==> src/rtl/rgbbm_pkg.sv <==
`default_nettype none
// ----------------------------------------------------------------------------
// rgbbm_pkg
// Types, mode codes and constants shared by the blend mode unit.
// ----------------------------------------------------------------------------
package rgbbm_pkg;

  localparam int unsigned ChMax = 255;

  typedef enum logic [3:0] {
    OP_NONE       = 4'd0,
    OP_SET        = 4'd1,
    OP_MULTIPLY   = 4'd2,
    OP_LIGHTEN    = 4'd3,
    OP_DARKEN     = 4'd4,
    OP_SCREEN     = 4'd5,
    OP_DODGE      = 4'd6,
    OP_COLORBURN  = 4'd7,
    OP_ADD        = 4'd8,
    OP_LINEARBURN = 4'd9,
    OP_OVERLAY    = 4'd10
  } op_t;

  typedef struct packed {
    logic [3:0] op;
    logic [7:0] dst_red;
    logic [7:0] dst_green;
    logic [7:0] dst_blue;
    logic [7:0] src_red;
    logic [7:0] src_green;
    logic [7:0] src_blue;
  } in_word_t;

  typedef struct packed {
    logic [7:0] out_red;
    logic [7:0] out_green;
    logic [7:0] out_blue;
  } out_word_t;

  // Classified command handed from the front end to the back end. Each
  // channel carries a partly finished division and how to finish the result.
  typedef enum logic [2:0] {
    FIN_PASS,    // result is the low byte of rem
    FIN_DIV,     // a / b, saturate
    FIN_INVDIV,  // 255 - a / b, clamp at 0
    FIN_SAT255   // fixed 255
  } fin_t;

  // The front end resolves saturation and the upper four quotient bits; the
  // back end resolves the lower four from the remainder.
  typedef struct packed {
    fin_t        fin;
    logic        sat;
    logic [3:0]  qh;
    logic [11:0] rem;
    logic [7:0]  den;
  } ch_cmd_t;

  typedef struct packed {
    ch_cmd_t r;
    ch_cmd_t g;
    ch_cmd_t b;
  } cmd_t;

  localparam int unsigned QDepth = 2;

  // First half of a / b for a < 2^17, b in 1..255. Any quotient above 255
  // saturates, so a >= 256 * b is flagged and the rest needs only eight
  // restoring steps, of which the upper four are done here.
  function automatic ch_cmd_t div_start(input fin_t fin, input logic [16:0] a,
                                        input logic [7:0] b);
    ch_cmd_t     c;
    logic [16:0] r;
    logic [24:0] bs;
    c.fin = fin;
    c.den = b;
    c.sat = 1'b0;
    c.qh  = '0;
    r     = a;
    if (fin == FIN_DIV || fin == FIN_INVDIV) begin
      if ({8'd0, a} >= ({17'd0, b} << 8)) begin
        c.sat = 1'b1;
      end else begin
        for (int i = 7; i >= 4; i--) begin
          bs = {17'd0, b} << i;
          if ({8'd0, r} >= bs) begin
            r           = r - bs[16:0];
            c.qh[i - 4] = 1'b1;
          end
        end
      end
    end
    c.rem = r[11:0];
    return c;
  endfunction

  // Second half: the remainder is below 16 * b, so four more steps finish it.
  function automatic logic [7:0] div_finish(input ch_cmd_t c);
    logic [11:0] r;
    logic [11:0] bs;
    logic [3:0]  ql;
    r  = c.rem;
    ql = '0;
    for (int i = 3; i >= 0; i--) begin
      bs = {4'd0, c.den} << i;
      if (r >= bs) begin
        r     = r - bs;
        ql[i] = 1'b1;
      end
    end
    return c.sat ? 8'hFF : {c.qh, ql};
  endfunction

endpackage
`default_nettype wire

==> src/rtl/rgb_blend_mode_unit_core.sv <==
`default_nettype none
// ----------------------------------------------------------------------------
// rgb_blend_mode_unit_core
// Blends a source RGB pixel into a destination pixel under one of eleven modes.
// ----------------------------------------------------------------------------
//  channel  ports                 direction
//  input    in_push/in_full/in_word    in
//  result   out_pop/out_empty/out_word out
//
// One word per cycle sustained while the result side pops; an accepted word
// passes through the command queue and then the output register. The front
// end decodes and does the upper half of the divide into a two-entry command
// queue, and the back end finishes the divide on the queue head into an output
// register. Reset empties the queue and marks the output register empty. Either
// side may stall without stalling the other until the command queue fills.
module rgb_blend_mode_unit_core (
  input  wire logic                 clk,
  input  wire logic                 rst_n,
  input  wire logic                 in_push,
  output logic                      in_full,
  input  wire rgbbm_pkg::in_word_t  in_word,
  input  wire logic                 out_pop,
  output logic                      out_empty,
  output rgbbm_pkg::out_word_t      out_word
);
  import rgbbm_pkg::*;

  cmd_t       cmd_c;
  cmd_t       q_r [QDepth];
  logic       wp_r, rp_r, wp_nxt, rp_nxt;
  logic [1:0] cnt_r, cnt_nxt;
  logic       ov_r, ov_nxt;
  out_word_t  res_c;
  logic       push_ok, move;

  rgbbm_front u_fr (.op(op_t'(in_word.op)), .d(in_word.dst_red),
                    .s(in_word.src_red), .cmd(cmd_c.r));
  rgbbm_front u_fg (.op(op_t'(in_word.op)), .d(in_word.dst_green),
                    .s(in_word.src_green), .cmd(cmd_c.g));
  rgbbm_front u_fb (.op(op_t'(in_word.op)), .d(in_word.dst_blue),
                    .s(in_word.src_blue), .cmd(cmd_c.b));

  rgbbm_back u_br (.cmd(q_r[rp_r].r), .res(res_c.out_red));
  rgbbm_back u_bg (.cmd(q_r[rp_r].g), .res(res_c.out_green));
  rgbbm_back u_bb (.cmd(q_r[rp_r].b), .res(res_c.out_blue));

  assign in_full   = (cnt_r == 2'(QDepth));
  assign out_empty = !ov_r;
  assign push_ok   = in_push && !in_full;
  // The head moves to the output register whenever it is free or being popped.
  assign move      = (cnt_r != 2'd0) && (!ov_r || out_pop);

  always_comb begin
    wp_nxt  = push_ok ? !wp_r : wp_r;
    rp_nxt  = move ? !rp_r : rp_r;
    cnt_nxt = cnt_r + 2'(push_ok) - 2'(move);
    ov_nxt  = move ? 1'b1 : (out_pop ? 1'b0 : ov_r);
  end

  always_ff @(posedge clk) begin
    if (!rst_n) begin
      wp_r  <= 1'b0;
      rp_r  <= 1'b0;
      cnt_r <= 2'd0;
      ov_r  <= 1'b0;
    end else begin
      wp_r  <= wp_nxt;
      rp_r  <= rp_nxt;
      cnt_r <= cnt_nxt;
      ov_r  <= ov_nxt;
    end
  end

  always_ff @(posedge clk) begin
    if (push_ok) q_r[wp_r] <= cmd_c;
    if (move) out_word <= res_c;
  end

  a_cnt_bound: assert property (@(posedge clk) disable iff (!rst_n)
    cnt_r <= 2'(QDepth)) else $error("queue count overflow");
  a_full_hold: assert property (@(posedge clk) disable iff (!rst_n)
    in_full && !move |=> in_full) else $error("full dropped without a move");
  a_move_fill: assert property (@(posedge clk) disable iff (!rst_n)
    move |=> !out_empty) else $error("moved word lost");
endmodule
`default_nettype wire

==> src/rtl/rgbbm_front.sv <==
`default_nettype none
// ----------------------------------------------------------------------------
// rgbbm_front
// Decodes the mode, forms per-channel numerator and divisor and starts the
// division.
// ----------------------------------------------------------------------------
module rgbbm_front (
  input  wire rgbbm_pkg::op_t  op,
  input  wire logic [7:0]      d,
  input  wire logic [7:0]      s,
  output rgbbm_pkg::ch_cmd_t   cmd
);
  import rgbbm_pkg::*;

  logic [7:0]  nd, ns;
  logic [15:0] p_ds, p_n;
  logic [8:0]  sum;
  fin_t        fin_c;
  logic [16:0] num_c;
  logic [7:0]  den_c;

  assign nd   = 8'(ChMax) - d;
  assign ns   = 8'(ChMax) - s;
  assign p_ds = d * s;
  assign p_n  = nd * ns;
  assign sum  = {1'b0, d} + {1'b0, s};

  always_comb begin
    fin_c = FIN_PASS;
    num_c = {9'd0, d};
    den_c = 8'(ChMax);
    case (op)
      OP_SET:      num_c = {9'd0, s};
      OP_MULTIPLY: begin fin_c = FIN_DIV; num_c = {1'b0, p_ds}; end
      OP_LIGHTEN:  num_c = {9'd0, (d > s) ? d : s};
      OP_DARKEN:   num_c = {9'd0, (d < s) ? d : s};
      OP_SCREEN:   begin fin_c = FIN_INVDIV; num_c = {1'b0, p_n}; end
      OP_DODGE: begin
        if (d == 8'(ChMax)) begin
          fin_c = FIN_SAT255;
        end else begin
          fin_c = FIN_DIV;
          num_c = 17'(ChMax) * {9'd0, s};
          den_c = nd;
        end
      end
      OP_COLORBURN: begin
        if (s == 8'd0) begin
          fin_c = FIN_SAT255;
        end else begin
          fin_c = FIN_INVDIV;
          num_c = 17'(ChMax) * {9'd0, nd};
          den_c = s;
        end
      end
      OP_ADD:      num_c = (sum > 9'(ChMax)) ? 17'(ChMax) : {8'd0, sum};
      OP_LINEARBURN:
        num_c = (sum > 9'(ChMax)) ? {8'd0, sum - 9'(ChMax)} : 17'd0;
      OP_OVERLAY: begin
        if (s <= 8'd128) begin
          fin_c = FIN_DIV;
          num_c = {p_ds, 1'b0};
        end else begin
          fin_c = FIN_INVDIV;
          num_c = {p_n, 1'b0};
        end
      end
      default: ;
    endcase
  end

  assign cmd = div_start(fin_c, num_c, den_c);
endmodule
`default_nettype wire

==> src/rtl/rgbbm_back.sv <==
`default_nettype none
// ----------------------------------------------------------------------------
// rgbbm_back
// Finishes one channel: the lower quotient bits and the final clamp.
// ----------------------------------------------------------------------------
module rgbbm_back (
  input  wire rgbbm_pkg::ch_cmd_t cmd,
  output logic [7:0]              res
);
  import rgbbm_pkg::*;

  logic [7:0] q;
  assign q = div_finish(cmd);

  always_comb begin
    case (cmd.fin)
      FIN_PASS:   res = cmd.rem[7:0];
      FIN_DIV:    res = q;
      FIN_INVDIV: res = 8'(ChMax) - q;
      FIN_SAT255: res = 8'(ChMax);
      default:    res = cmd.rem[7:0];
    endcase
  end
endmodule
`default_nettype wire
==> config.mk <==
export PLATFORM = sky130hd
export DESIGN_NAME = rgb_blend_mode_unit_core
export DESIGN_NICKNAME = d
export VERILOG_FILES = /design/src/rtl/rgbbm_pkg.sv /design/src/rtl/rgb_blend_mode_unit_core.sv /design/src/rtl/rgbbm_front.sv /design/src/rtl/rgbbm_back.sv
export SDC_FILE = /design/constraint.sdc
export NUM_CORES = 2
export LEC_CHECK = 0
export ABC_AREA = 0
export BUFFER_PORTS_ARGS = -buffer_cell sky130_fd_sc_hd__buf_2
export CORE_MARGIN = 2
export CORE_UTILIZATION = 65
export CTS_CLUSTER_DIAMETER = 150
export DETAILED_ROUTE_END_ITERATION = 12
export PLACE_DENSITY_LB_ADDON = 0.3
export SLEW_MARGIN = 40
export SYNTH_ARGS = -nofsm -noshare
export SYNTH_HDL_FRONTEND = slang
export SYNTH_SLANG_ARGS = --single-unit
==> constraint.sdc <==
create_clock -name clk -period 23.2 [get_ports clk]
set_input_delay 4.64 -clock clk [delete_from_list [all_inputs] [get_ports clk]]
set_output_delay 4.64 -clock clk [all_outputs]
set_load 0.01 [all_outputs]
Word-level counts from Yosys, hierarchy flattened
Memories as Yosys holds them, arrays and structs flattened. A register that Yosys moved wholly into a read port is not among the register bits.
Index checks and enable logic that the tools add are counted.
- RAM bits: 162
- memories kept: 1
- bits in registers: 29
- output and inout bits: 26
- memories (name ; words ; bits a word ; read ports ; clocked after memory_dff ; write ports ; RTL line ; source):
    q_r ; 2 ; 81 ; 1 ; 1 ; 1 ; rgb_blend_mode_unit_core.sv:29 ; cmd_t q_r [QDepth];
- $add $sub $neg: 38
- reductions and logical operators: 15
- equality and inequality tests: 29
- multipliers: 12
- $lt $le $gt $ge: 39
- muxes and demuxes: 135
- operators with widths (kind ; count):
    two-way mux 17 bit ; 30
    one-hot mux 17 bit (10 select lines) ; 3
    two-way mux 12 bit ; 18
    two-way mux 8 bit ; 15
    multiplier 8 x 8 -> 16 bit ; 6
    multiplier 8 x 8 -> 16 bit, first input constant ; 6
    two-way mux 16 bit ; 6
    one-hot mux 8 bit (3 select lines) ; 3
    subtractor 8 bit, first input constant ; 9
    two-way mux 9 bit ; 6
    >= comparator 17 x 12 -> 1 bit ; 3
    >= comparator 17 x 13 -> 1 bit ; 3
    >= comparator 17 x 14 -> 1 bit ; 3
    >= comparator 17 x 15 -> 1 bit ; 3
    >= comparator 17 x 16 -> 1 bit ; 3
    subtractor 17 x 13 -> 17 bit ; 3
    subtractor 17 x 14 -> 17 bit ; 3
    subtractor 17 x 15 -> 17 bit ; 3
    one-hot mux 8 bit (2 select lines) ; 3
    >= comparator 12 x 10 -> 1 bit ; 3
    >= comparator 12 x 11 -> 1 bit ; 3
    >= comparator 12 x 8 -> 1 bit ; 3
    >= comparator 12 x 9 -> 1 bit ; 3
    two-way mux 1 bit ; 36
    other kinds (30) ; 91

Longest topological paths before layout
- depth after elaboration: 20
- gate-level depth with buffers: 76

Modules after synthesis
From an unflattened synthesis, not the netlist that was laid out.
- cells, all modules: 5588
- area total of the unflattened synthesis: 48149.9 µm²
- by module, submodules not included (module ; area each (µm²) ; cells an instance ; times used ; seq. area each (µm²)):
    rgbbm_front at u_fr ; 12054.1 ; 1532 ; 1 ; 0.0
    rgbbm_front at u_fg ; 11664.9 ; 1467 ; 1 ; 0.0
    rgbbm_front at u_fb ; 11592.4 ; 1477 ; 1 ; 0.0
    rgb_blend_mode_unit_core ; 7305.8 ; 317 ; 1 ; 5885.6
    rgbbm_back ; 1844.3 ; 265 ; 3 ; 0.0

Least setup slack after synthesis
OpenSTA, ideal clock, no wires.
- path type: input to register
- start: input in_word[29] (netlist bit)
- end: memory q_r[0][19] (netlist bit) (data pin)
- slack: 4.048 ns
- required time: 22.938 ns
- cell stages on the path: 75
- setup time: 0.262 ns
- arrival: 18.889 ns
- cell sequence: clkbuf_1 > clkinv_1 > nand2_1 > fa_1 > fa_1 > inv_1 > fa_1 > inv_1 > fa_1 > inv_1 > ha_1 > and2_1 > a22o_1 > nor2_1 > a221o_1 > nor2_1 > o221ai_1 > a21oi_1 > [... 39 more ...] > mux2_2 > inv_1 > ha_1 > nor2b_1 > o21ai_0 > nand2b_1 > a21o_1 > a21oi_1 > nor2b_1 > o21ai_0 > nand2b_1 > a221oi_1 > nand2_1 > nor2_1 > o311a_1 > buf_2 > mux2_2 > mux2_2
- RTL lines (item ; RTL line ; source):
    from (decl) ; rgb_blend_mode_unit_core.sv:21 ; input wire rgbbm_pkg::in_word_t in_word,
    to (decl) ; rgb_blend_mode_unit_core.sv:29 ;

==> out/qor.yml <==
syn_inst: 5357
cts_hold_buf: 0
die_area_um2: 72200
seq_area_frac_synth: 0.125
postSynthAreaPerCell_um2: 8.50
cts_sinks: 192
drive_gt1_frac: 0.0607
dieHeight_um: 269
initial_core_util: 0.654
synthFlopType: "edfxtp_1"
clk_latency_ps: 450
place_congestion: 1.03
synthTopCellsByArea: "ha_1, fa_1, edfxtp_1, inv_1, nor2_1"
worstSetupPathType: "in2reg"
start_kind: "input port"
avgViaCountPerCell: 6.38
ir_drop_v: 0.000203
fin_setup_tns_ps: 0
r2r_setup_slack_ps: 11300
drtIter0Drc: 3893
grt_max_degree: 62
fin_util: 0.685
die_w_um: 269
cts_resized: 0
finalSetupViolCount: 0
detail-route-antenna-nets: 0
synth_edf_count: 186
postSynth.asyncResetShare: 0
drc: 0
critPathTopFamily: "compound AO/OA/AOI/OAI gates"
cts_root_buffer: "clkbuf_16"
layout_common_cells: "inv_1, ha_1, nor2_1"
routedWlPerCell_um: 21.7
post_cts_buffers: 0
area_growth_pct: 4.74
clockBufferDepth: 2
holdCritStartpoint: "cnt_r[0]"
io_buffers: 81
layout_min_cycle_time_ps: 21020
max_stage_delay_ps: 640
grt.total_usage: 0.379
synth.distinct_cells: 104
fmax_ghz: 0.0476
p_per_area_nw_per_um2: 145
slew_headroom: 0.431
hold_viol: 0
grt_pass1_vias: 39100
cp_slowest_cell: "a31oi_1"
hold_class: "reg2reg"
cts_buffers: 17
worstSetupEndpointType: "register"
synth_nets: 6546
global_route.overflow_total: 0
cp.arrival_ps: 21210
fill_cells: 5784
rows: 97
routed_wl_mm: 137
coreArea_um2: 69700
setup_ws_ps: 2180
synth.largest_area_cell: "ha_1"
firstDrtPassIters: 8
synth-seq-cells: 192
status: "finished clean"
grt_first_pass_wirelength_mm: 213
r2r-end: "out_word[8]"
holdPathStages: 1
ios: 82
final_common_cell: "inv_1"
required_ps: 23400
fin_nets: 6551
fin_crit_sh: 0.906
r2r_cells: 44
yosysWarnings: 0
hold_end: "ov_r"
dp.final_hpwl_mm: 109
drv_slew: 0
crit_cells: 72
pre_cts_ws_ps: 2030
syn_area_um2: 45500
cts_tree: "done"
rsz0062_at_grt: "false"
synth_top_area_share: 0.206
tightestPinTransition_ps: 852
critPathBufInv: 8
crit_fanout: 15
vias: 40300
clock_skew_ps: 7.61
htree_levels: 4
power.leakage_nw: 23.3
drv_cap: 0
crit_top_cell: "o21ai_0"
antenna_found_initial: 6
clk_pin_slew_worst_paths_ps: 60
-- cells in the mapped netlist (all sizes together) (69+ instances only) --
| master | instances |
|---|---|
| inv | 781 |
| nand4 | 69 |
| o21ai | 296 |
| edfxtp | 186 |
| ha | 749 |
| a21o | 95 |
| fa | 384 |
| a21oi | 257 |
| xor2 | 91 |
| nand2 | 368 |
| clkbuf | 124 |
| mux2i | 167 |
| nor2 | 513 |
| mux2 | 90 |
| xnor2 | 180 |
-- registers in the layout, indices dropped and copies added (netlist names), named ones only --
| name | flops |
|---|---|
| cnt_r | 2 |
| q_r | 162 |
| ov_r | 1 |
| rp_r | 1 |
| wp_r | 1 |
| out_word | 24 |
-- layer usage --
metal | track usage | wire length, um
met1 | 0.513 | 56700
met5 | 0 | 69
met2 | 0.583 | 59300
met3 | 0.104 | 16100
met4 | 0.137 | 5170
-- metrics by stage --
step	cells	cell area (um^2)	power, mW	hold slack (ps)
2_1_floorplan	5357	45500	5.09	491
3_3_place_gp	6277	47000	6.26	515
3_5_place_dp	6280	47100	6.44	524
4_1_cts	6312	47600	6.79	541
5_1_grt	6316	47700	7.59	564
6_report	6317	47700	6.90	537
-- logic make-up (layout without fill, tap and decap cells) --
kind of cell | Yosys count | in the layout | synth area share
AO/OA/AOI/OAI | 1163 | 1163 | 0.167
XOR/XNOR | 271 | 271 | 0.0521
adder cells (fa/ha/maj) | 1133 | 1133 | 0.375
buffers and inverters | 962 | 980 | 0.0797
flip-flops | 192 | 192 | 0.125
multiplexers | 257 | 257 | 0.0590
other | 0 | 2 | 0
AND/OR/NAND/NOR | 1379 | 1379 | 0.142
-- cell type report --
class                           instances  area, um^2  share of cell area
Antenna cell                            2        5.00            0.000105
Clock buffer                           20         437             0.00915
Clock inverter                         12         141             0.00296
Inverter                              814        3060              0.0640
Multi-Input combinational cell       4203       36300               0.762
Sequential cell                       192        5710               0.120
Tap cell                              940        1180              0.0247
Timing Repair Buffer                  134         832              0.0174
-- worst max-delay path by stage --
stage	startpoint	endpoint
6_report	in_word[5]	q_r[0][19]
5_1_grt	in_word[4]	q_r[1][19]
4_1_cts	in_word[4]	q_r[0][19]
2_1_floorplan	in_word[29]	q_r[0][19]
3_5_place_dp	in_word[4]	q_r[1][19]
3_3_place_gp	in_word[4]	q_r[0][19]
-- report_power, final --
part | switching (mW) | total, mW | internal [mW]
Sequential | 0.0348 | 0.540 | 0.505
Clock | 0.123 | 0.291 | 0.168
Combinational | 3.55 | 6.07 | 2.52
Total | 3.71 | 6.90 | 3.19
Power figures use the tool's default switching activity.
